--- config.mk ---
export PLATFORM = sky130hd
export DESIGN_NAME = padded_bounding_cube_reduce_core
export DESIGN_NICKNAME = d
export VERILOG_FILES = /design/src/rtl/pbc_pkg.sv /design/src/rtl/pbc_accum.sv /design/src/rtl/pbc_cube.sv /design/src/rtl/padded_bounding_cube_reduce_core.sv
export SDC_FILE = /design/constraint.sdc
export NUM_CORES = 2
export LEC_CHECK = 0
export ABC_AREA = 1
export BUFFER_PORTS_ARGS = -buffer_cell sky130_fd_sc_hd__buf_2
export CORE_ASPECT_RATIO = 1.1
export CORE_MARGIN = 8
export CORE_UTILIZATION = 48
export DETAILED_ROUTE_END_ITERATION = 16
export GPL_TIMING_DRIVEN = 1
export PLACE_DENSITY = 0.63
export REMOVE_ABC_BUFFERS = 1
export SYNTH_ARGS = -nofsm -noshare
export SYNTH_HDL_FRONTEND = slang
export SYNTH_HIERARCHICAL = 1
export SYNTH_SLANG_ARGS = --single-unit
--- constraint.sdc ---
create_clock -name clk -period 10.9 [get_ports clk]
set_input_delay 0 -clock clk [delete_from_list [all_inputs] [get_ports clk]]
set_output_delay 0 -clock clk [all_outputs]
set_load 0.01 [all_outputs]
--- src/rtl/pbc_pkg.sv ---
`timescale 1ns / 1ps
`default_nettype none
// ----------------------------------------------------------------------------
// pbc_pkg: shared types and constants for the padded bounding cube reducer
// Word layouts of both channels, the bounds word between the accumulator and
// the cube pipeline, and the Q16.16 constants of the cube padding.
// ----------------------------------------------------------------------------
package pbc_pkg;

  localparam int unsigned COORD_W = 32;
  localparam int unsigned AXES    = 3;

  typedef logic signed [COORD_W-1:0] coord_t;

  // Largest and smallest Q16.16 values, used to seed the running extremes
  localparam coord_t COORD_MAX = 32'sh7FFF_FFFF;
  localparam coord_t COORD_MIN = 32'sh8000_0000;

  // 0.05 and 0.02 in Q16.16, 0.015 in Q0.32, rounding offset of the Q9.48 product
  localparam logic [30:0] MIN_HALF   = 31'd3277;
  localparam logic [25:0] MIN_PAD    = 26'd1311;
  localparam logic [25:0] PAD_FACTOR = 26'd64424509;
  localparam logic [57:0] PAD_ROUND  = 58'h0_0000_8000_0000;

  // Input word: one box
  typedef struct packed {
    logic                      entity_present;
    logic signed [COORD_W-1:0] box_min_x;
    logic signed [COORD_W-1:0] box_min_y;
    logic signed [COORD_W-1:0] box_min_z;
    logic signed [COORD_W-1:0] box_max_x;
    logic signed [COORD_W-1:0] box_max_y;
    logic signed [COORD_W-1:0] box_max_z;
    logic                      last_entry;
  } in_item_t;

  // Result word: one cube
  typedef struct packed {
    logic                      bounds_valid;
    logic signed [COORD_W-1:0] cube_min_x;
    logic signed [COORD_W-1:0] cube_min_y;
    logic signed [COORD_W-1:0] cube_min_z;
    logic signed [COORD_W-1:0] cube_max_x;
    logic signed [COORD_W-1:0] cube_max_y;
    logic signed [COORD_W-1:0] cube_max_z;
  } out_item_t;

  // Final union of one set, handed from the accumulator to the cube pipeline
  typedef struct packed {
    logic                   strobe;
    logic                   seen;
    coord_t [AXES-1:0]      lo;
    coord_t [AXES-1:0]      hi;
  } bounds_t;

  // Control bits that travel alongside the cube pipeline
  typedef struct packed {
    logic strobe;
    logic seen;
  } pipe_ctl_t;

endpackage

`default_nettype wire

--- src/rtl/pbc_accum.sv ---
`timescale 1ns / 1ps
`default_nettype none
// ----------------------------------------------------------------------------
// pbc_accum: box register and running union
// Registers each accepted box, folds valid boxes into the running minimum and
// maximum per axis, and on the last box of a set hands the union onward and
// reseeds the running state.
// ----------------------------------------------------------------------------
module pbc_accum (
  input  wire                clk,
  input  wire                rst_n,
  input  wire                in_take,
  input  pbc_pkg::in_item_t  in_item,
  output pbc_pkg::bounds_t   bnd
);
  import pbc_pkg::*;

  logic                   take_r;
  in_item_t               item_r;
  coord_t [AXES-1:0]      lo_r;
  coord_t [AXES-1:0]      hi_r;
  logic                   seen_r;
  bounds_t                bnd_r;

  coord_t [AXES-1:0]      box_lo;
  coord_t [AXES-1:0]      box_hi;
  coord_t [AXES-1:0]      lo_mrg;
  coord_t [AXES-1:0]      hi_mrg;
  logic                   box_ok;
  logic                   seen_mrg;

  // Unpack the registered box per axis
  always_comb begin
    box_lo[0] = item_r.box_min_x;
    box_lo[1] = item_r.box_min_y;
    box_lo[2] = item_r.box_min_z;
    box_hi[0] = item_r.box_max_x;
    box_hi[1] = item_r.box_max_y;
    box_hi[2] = item_r.box_max_z;
  end

  // Qualify the box and merge it with the running extremes
  always_comb begin
    box_ok = item_r.entity_present;
    for (int i = 0; i < AXES; i++) begin
      if ($signed(box_lo[i]) > $signed(box_hi[i])) begin
        box_ok = 1'b0;
      end
    end
    for (int i = 0; i < AXES; i++) begin
      lo_mrg[i] = (box_ok && ($signed(box_lo[i]) < $signed(lo_r[i]))) ? box_lo[i] : lo_r[i];
      hi_mrg[i] = (box_ok && ($signed(box_hi[i]) > $signed(hi_r[i]))) ? box_hi[i] : hi_r[i];
    end
    seen_mrg = seen_r | box_ok;
  end

  // Capture boxes, advance the union, hand off and reseed on the last box
  always_ff @(posedge clk) begin
    if (!rst_n) begin
      take_r     <= 1'b0;
      seen_r     <= 1'b0;
      bnd_r.strobe <= 1'b0;
      for (int i = 0; i < AXES; i++) begin
        lo_r[i] <= COORD_MAX;
        hi_r[i] <= COORD_MIN;
      end
    end else begin
      take_r <= in_take;
      if (in_take) begin
        item_r <= in_item;
      end
      bnd_r.strobe <= take_r && item_r.last_entry;
      bnd_r.seen   <= seen_mrg;
      bnd_r.lo     <= lo_mrg;
      bnd_r.hi     <= hi_mrg;
      if (take_r) begin
        if (item_r.last_entry) begin
          seen_r <= 1'b0;
          for (int i = 0; i < AXES; i++) begin
            lo_r[i] <= COORD_MAX;
            hi_r[i] <= COORD_MIN;
          end
        end else begin
          seen_r <= seen_mrg;
          lo_r   <= lo_mrg;
          hi_r   <= hi_mrg;
        end
      end
    end
  end

  assign bnd = bnd_r;

endmodule

`default_nettype wire

--- src/rtl/pbc_cube.sv ---
`timescale 1ns / 1ps
`default_nettype none
// ----------------------------------------------------------------------------
// pbc_cube: padded cube pipeline
// Five register stages: extents and centers, clamped half size, padding
// product, padded half size, then saturated cube corners in the result word.
// ----------------------------------------------------------------------------
module pbc_cube (
  input  wire                clk,
  input  wire                rst_n,
  input  pbc_pkg::bounds_t   bnd,
  output logic               out_strobe,
  output pbc_pkg::out_item_t out_item
);
  import pbc_pkg::*;

  // Clamp a 34-bit signed value into the Q16.16 range
  function automatic coord_t sat32(input logic signed [33:0] v);
    coord_t r;
    if (v > 34'sh0_7FFF_FFFF) begin
      r = COORD_MAX;
    end else if (v < -34'sh0_8000_0000) begin
      r = COORD_MIN;
    end else begin
      r = v[31:0];
    end
    return r;
  endfunction

  pipe_ctl_t              s1_ctl_r, s2_ctl_r, s3_ctl_r, s4_ctl_r;
  logic [AXES-1:0][31:0]  s1_ext_r;
  coord_t [AXES-1:0]      s1_ctr_r, s2_ctr_r, s3_ctr_r, s4_ctr_r;
  logic [30:0]            s2_half_r, s3_half_r;
  logic [56:0]            s3_prod_r;
  logic [31:0]            s4_h_r;
  logic                   out_strobe_r;
  out_item_t              out_item_r;

  logic [AXES-1:0][31:0]  s1_ext_nxt;
  coord_t [AXES-1:0]      s1_ctr_nxt;
  logic [31:0]            largest;
  logic [30:0]            s2_half_nxt;
  logic [56:0]            s3_prod_nxt;
  logic [57:0]            prod_rnd;
  logic [25:0]            rel;
  logic [25:0]            pad;
  logic [31:0]            s4_h_nxt;
  coord_t [AXES-1:0]      cmin;
  coord_t [AXES-1:0]      cmax;
  out_item_t              out_item_nxt;

  // Extent and center per axis; the center lies within the union, so 32 bits hold it
  always_comb begin
    for (int i = 0; i < AXES; i++) begin
      s1_ext_nxt[i] = bnd.hi[i] - bnd.lo[i];
      s1_ctr_nxt[i] = bnd.lo[i] + {1'b0, s1_ext_nxt[i][31:1]};
    end
  end

  // Largest extent, halved and raised to the minimum half size
  always_comb begin
    largest = s1_ext_r[0];
    if (s1_ext_r[1] > largest) begin
      largest = s1_ext_r[1];
    end
    if (s1_ext_r[2] > largest) begin
      largest = s1_ext_r[2];
    end
    s2_half_nxt = (largest[31:1] < MIN_HALF) ? MIN_HALF : largest[31:1];
  end

  // Relative padding: half size times the Q0.32 factor, in Q9.48
  assign s3_prod_nxt = {26'd0, s2_half_r} * {31'd0, PAD_FACTOR};

  // Round the padding, take the larger pad, form the padded half size
  always_comb begin
    prod_rnd = {1'b0, s3_prod_r} + PAD_ROUND;
    rel      = prod_rnd[57:32];
    pad      = (rel > MIN_PAD) ? rel : MIN_PAD;
    s4_h_nxt = {1'b0, s3_half_r} + {6'd0, pad};
  end

  // Cube corners, saturated; zeros when the set had no valid box
  always_comb begin
    for (int i = 0; i < AXES; i++) begin
      cmin[i] = sat32({{2{s4_ctr_r[i][31]}}, s4_ctr_r[i]} - {2'b00, s4_h_r});
      cmax[i] = sat32({{2{s4_ctr_r[i][31]}}, s4_ctr_r[i]} + {2'b00, s4_h_r});
    end
    out_item_nxt = '0;
    if (s4_ctl_r.seen) begin
      out_item_nxt.bounds_valid = 1'b1;
      out_item_nxt.cube_min_x   = cmin[0];
      out_item_nxt.cube_min_y   = cmin[1];
      out_item_nxt.cube_min_z   = cmin[2];
      out_item_nxt.cube_max_x   = cmax[0];
      out_item_nxt.cube_max_y   = cmax[1];
      out_item_nxt.cube_max_z   = cmax[2];
    end
  end

  // Advance the pipeline every cycle
  always_ff @(posedge clk) begin
    if (!rst_n) begin
      s1_ctl_r     <= '0;
      s2_ctl_r     <= '0;
      s3_ctl_r     <= '0;
      s4_ctl_r     <= '0;
      out_strobe_r <= 1'b0;
    end else begin
      s1_ctl_r     <= '{strobe: bnd.strobe, seen: bnd.seen};
      s2_ctl_r     <= s1_ctl_r;
      s3_ctl_r     <= s2_ctl_r;
      s4_ctl_r     <= s3_ctl_r;
      out_strobe_r <= s4_ctl_r.strobe;
    end
  end

  // Payload stages hold no reset
  always_ff @(posedge clk) begin
    s1_ext_r   <= s1_ext_nxt;
    s1_ctr_r   <= s1_ctr_nxt;
    s2_half_r  <= s2_half_nxt;
    s2_ctr_r   <= s1_ctr_r;
    s3_prod_r  <= s3_prod_nxt;
    s3_half_r  <= s2_half_r;
    s3_ctr_r   <= s2_ctr_r;
    s4_h_r     <= s4_h_nxt;
    s4_ctr_r   <= s3_ctr_r;
    out_item_r <= out_item_nxt;
  end

  assign out_strobe = out_strobe_r;
  assign out_item   = out_item_r;

endmodule

`default_nettype wire

--- src/rtl/padded_bounding_cube_reduce_core.sv ---
`timescale 1ns / 1ps
`default_nettype none
// ----------------------------------------------------------------------------
// padded_bounding_cube_reduce_core: padded bounding cube of a box stream
//
//   channel  ports                    word        handshake
//   input    start, busy, in_item     in_item_t   taken when start && !busy
//   result   out_strobe, out_item     out_item_t  one-cycle strobe, no stall
//
// One box is taken every cycle; busy is high only while reset is held.
// The box that closes a set passes the box register, the union register and
// the cube pipeline stages before its cube appears.
// Sets may follow each other with no gap; the union reseeds on its own.
// Reset is synchronous and clears the union and all strobes.
// ----------------------------------------------------------------------------
module padded_bounding_cube_reduce_core (
  input  wire                clk,
  input  wire                rst_n,
  input  wire                start,
  output logic               busy,
  input  pbc_pkg::in_item_t  in_item,
  output logic               out_strobe,
  output pbc_pkg::out_item_t out_item
);
  import pbc_pkg::*;

  bounds_t bnd;
  logic    in_take;

  // Accept a word whenever the block is out of reset
  assign busy    = ~rst_n;
  assign in_take = start & ~busy;

  pbc_accum u_accum (
    .clk     (clk),
    .rst_n   (rst_n),
    .in_take (in_take),
    .in_item (in_item),
    .bnd     (bnd)
  );

  pbc_cube u_cube (
    .clk        (clk),
    .rst_n      (rst_n),
    .bnd        (bnd),
    .out_strobe (out_strobe),
    .out_item   (out_item)
  );

endmodule

`default_nettype wire

==> results_tabular.tex <==
\begin{tabular}{lr}
\hline
Metric & Value \\
\hline
\multicolumn{2}{l}{\textbf{Timing}} \\
\quad Worst slew margin & between 15 and 20\% \\
\quad Final number of hold-violating endpoints & 0 \\
\quad Final number of max-transition violations & 0 \\
\quad Fin crit share & around 62\% \\
\quad Highest attainable clock frequency & $\sim$0.15 GHz \\
\quad Actual slew at the worst max-slew pin & approximately 1300 ps \\
\quad Final Critical Period & approximately 6800 ps \\
\quad TNS Setup & 0 ps \\
\quad Final setup violation count & 0 \\
\quad Setup repair after global routing missed its margin & no \\
\quad Clock skew & between 70 and 80 ps \\
\multicolumn{2}{l}{\textbf{Synthesis}} \\
\quad Number of synthesis warnings & 6 \\
\quad Cells after Synth & just over 10000 \\
\quad Average cell area after synthesis & between 8 and 9 um2 \\
\quad Flip-flop and latch count after synthesis & 1384 \\
\quad Number of enable flip-flop cells after synthesis & 387 \\
\quad Distinct cell type count of the synthesized netlist & slightly below 70 \\
\quad Proportion of synthesized flip-flops having asynchronous set or reset & 0\% \\
\quad Ys flop type & dfxtp\_1 \\
\quad Post-synthesis sequential area ratio & a little over a third \\
\quad Netlist area before placement & approximately 87000 um2 \\
\multicolumn{2}{l}{\textbf{CTS}} \\
\quad Clock Latency Late Sink & 830 ps \\
\quad Bufs on Longest Clock Path & 3 \\
\quad CTS Root Cell & clkbuf\_16 \\
\quad Depth of the CTS H-tree & 4 \\
\quad CTS tree & built \\
\quad Number of clock sinks & 1384 \\
\quad Num CTS Buffers & around 150 \\
\quad Clock input transition at the sequential cells of the worst setup and hold paths & 60 ps \\
\multicolumn{2}{l}{\textbf{Drt}} \\
\quad Number of iterations in the first detailed-routing pass & 6 \\
\quad Antenna violation net count after detailed routing & 0 \\
\quad Via count & $\sim$70000 \\
\quad Iteration-0 DRC count of the detailed router & between 5000 and 6000 \\
\quad Wirelength per Cell & 20.7 um \\
\quad Sum of routed wire length over all layers & 277 mm \\
\quad Final routed DRC violation total & 0 \\
\quad Average vias per placed instance & $\sim$5.3 \\
\multicolumn{2}{l}{\textbf{Global route}} \\
\quad Global-route wire length before repair & $\sim$420 mm \\
\quad Via count of the first global-routing pass & 71000 \\
\quad Antenna violations before repair & 10 \\
\quad Largest net degree at the start of global routing & between 100 and 150 \\
\quad Global route overflow & 0 \\
\quad Total global routing track utilization & between 20\% and 30\% \\
\multicolumn{2}{l}{\textbf{Die}} \\
\quad IO Pins & just under 400 \\
\quad Die extent in y & about 460 um \\
\quad Effective utilization at floorplan & approximately half \\
\quad Die area & between 150000 and 200000 um2 \\
\quad Die width & 422 um \\
\quad Number of placement rows & $\sim$160 \\
\quad Core area & approximately 180000 um2 \\
\multicolumn{2}{l}{\textbf{Layout}} \\
\quad Layout cell share with drive strength beyond 1 & between 7 and 8\% \\
\quad Most common cell after layout, fill and taps aside & inv\_1 \\
\quad Total number of nets in the final design & 12500 \\
\quad Post-Route Utilization & $\sim$55\% \\
\quad Multi-input gate area & 47700 um2 \\
\quad Area used by sequential logic in the layout & 31600 um2 \\
\quad Leading cell types in the layout, fill and taps excluded & inv\_1, nand2\_1, ha\_1 \\
\quad Total of fill cells in the finished design & between 15000 and 20000 \\
\quad Area Overhead vs Synth & 14.8\% \\
\multicolumn{2}{l}{\textbf{Placed design}} \\
\quad Placer's final routability congestion estimate & $\sim$0.99 \\
\quad Count of input and output buffers & just under 400 \\
\quad Placed wire-length estimate & $\sim$230 mm \\
\multicolumn{2}{l}{\textbf{Setup path}} \\
\quad Kind of critical path & reg -> reg \\
\quad Data required time at the worst endpoint & about 12000 ps \\
\quad Worst reg2reg setup slack & 4110 ps \\
\quad Worst Setup End Kind & flip-flop \\
\quad Critical path peak fanout & 13 \\
\quad Cells along the critical path & fa\_1, fa\_1, fa\_1, fa\_1, inv\_1, fa\_1, fa\_1, fa\_1, inv\_1, ha\_1, nand2\_1, nor2\_1, inv\_1, nor2\_1, and3\_1, nand2\_1, o211ai\_1, a41oi\_1, xor2\_1 \\
\quad Cell repeated most along the worst path & fa\_1 \\
\quad Cell with the largest stage delay on the worst path & dfxtp\_1 \\
\quad Number of logic stages on the critical path including buffering & 19 \\
\quad Dominant delay contributor by cell family on the critical path & adder cells \\
\quad Number of cells on the worst reg-to-reg path & 19 \\
\quad Crit-path max cell delay & approximately 770 ps \\
\quad Worst Path Buf+Inv & 3 \\
\quad Data arrival at the endpoint of the critical path & between 7000 and 8000 ps \\
\quad Kind of launch point of the worst setup path & flip-flop \\
\multicolumn{2}{l}{\textbf{Worst hold path}} \\
\quad Worst hold path class & reg -> reg \\
\quad Hold Path Stages & 0 \\
\multicolumn{2}{l}{\textbf{Outcome}} \\
\quad Status & complete, no violations \\
\multicolumn{2}{l}{\textbf{Job}} \\
\quad Max\_cap viols & 0 \\
\hline
\end{tabular}
==> repair_timing <==
item                                    4_1_cts  5_1_grt
endpoints found under the setup margin        0        0
gates resized for setup                       0        0
hold buffers                                392        0
setup buffers                                 0        0
hold endpoints to repair                    312        0
==> kinds of logic after synthesis <==
logic type      after synthesis  synth area share, %
compound gates             1821                 11.5
flops                      1384                 36.3
simple gates               3099                 15.5
buf+inv                    1984                 8.97
xor+xnor                    433                 4.37
fa+ha+maj                  1428                 23.4
==> sequential cells by signal, indices dropped and copies added, names as in the netlist, 31 cells and up <==
signal            cells
u_cube/s1_ext_r      96
u_cube/s2_ctr_r      96
u_accum/box_lo       96
u_cube/s2_half_r     31
u_cube/out_item     193
u_accum/lo_r         96
u_cube/s4_ctr_r      96
u_accum/box_hi       96
u_cube/s3_ctr_r      96
u_cube/s1_ctr_r      96
u_accum/bnd         194
u_accum/hi_r         96
u_cube/s4_h_r        32
==> worst paths after layout <==
path | from | end
min | u_cube/s2_ctr_r[88]$_DFF_P_ | u_cube/s3_ctr_r[88]$_DFF_P_
max | u_cube/s2_half_r[12]$_SDFF_PN0_ | u_cube/s3_prod_r[53]$_DFF_P_
max reg2reg | u_cube/s2_half_r[12]$_SDFF_PN0_ | u_cube/s3_prod_r[53]$_DFF_P_
min reg2reg | u_cube/s2_ctr_r[88]$_DFF_P_ | u_cube/s3_ctr_r[88]$_DFF_P_
==> layer usage <==
| metal | part of all wire, % | routed length [um] | global-route usage (%) | up-vias |
|---|---|---|---|---|
| li1 | - | - | - | 34600 |
| met1 | 43 | 120000 | 35.3 | 33400 |
| met2 | 46 | 129000 | 46.2 | 2017 |
| met3 | 4.9 | 13500 | 3.40 | 527 |
| met4 | 5.4 | 15000 | 12.9 | 2 |
| met5 | 0.0047 | 13 | 0 | - |
==> metrics by stage <==
| step | std cells | setup WS, ps | hold WS, ps | cell area, um2 |
|---|---|---|---|---|
| 2_1_floorplan | 9901 | 2260 | 43.5 | 85800 |
| 3_3_place_gp | 12700 | 4150 | 176 | 91000 |
| 3_5_place_dp | 12700 | 4040 | 178 | 91000 |
| 4_1_cts | 13400 | 4040 | 268 | 99900 |
| 5_1_grt | 13400 | 3710 | 311 | 99900 |
| 6_report | 13400 | 4110 | 304 | 100000 |
==> synth_stat cells (15+ instances only) <==
cell type,instances,share of area [%]
nand3_1,540,3.1
buf_6,19,0.25
buf_4,19,0.16
o21a_1,62,0.53
edfxtp_1,387,13
a21o_1,26,0.22
o21ai_0,505,2.9
nand2_2,26,0.19
clkbuf_1,118,0.51
a21oi_1,933,5.4
and2_1,115,0.83
dfxtp_1,997,23
fa_1,336,7.7
xnor2_1,84,0.85
nand2_1,1571,6.8
a31oi_1,64,0.46
a211oi_1,16,0.14
nand4_1,88,0.63
nand3_2,25,0.29
nor2_1,566,2.4
o21ai_1,57,0.33
or2_2,15,0.11
a21boi_0,25,0.22
nor4_1,28,0.20
nor3_1,74,0.43
ha_1,1092,16
inv_1,1726,7.4
buf_2,75,0.43
o21bai_1,29,0.25
o21ai_2,15,0.15
xor2_1,347,3.5
==> cell type report <==
type | count | area share (%)
clock buffers | 192 | 4.01
repair buffers | 811 | 6.10
multi-input cells | 6781 | 47.7
inverters | 1736 | 6.53
clock inverters | 76 | 1.02
well taps | 2407 | 3.01
diodes | 6 | 0.0150
flip-flops and latches | 1384 | 31.6
==> worst register-to-register path: cells and delay by family, from the launching register on <==
kind | cells | cell delay (ps)
compound gates | 2 | 610
buf+inv | 3 | 180
flops | 1 | 770
fa+ha+maj | 8 | 4260
xor+xnor | 1 | 190
simple gates | 5 | 680
Power is not shown: default switching activity piles up to over one toggle a cycle in this logic, so the estimate is an artifact.
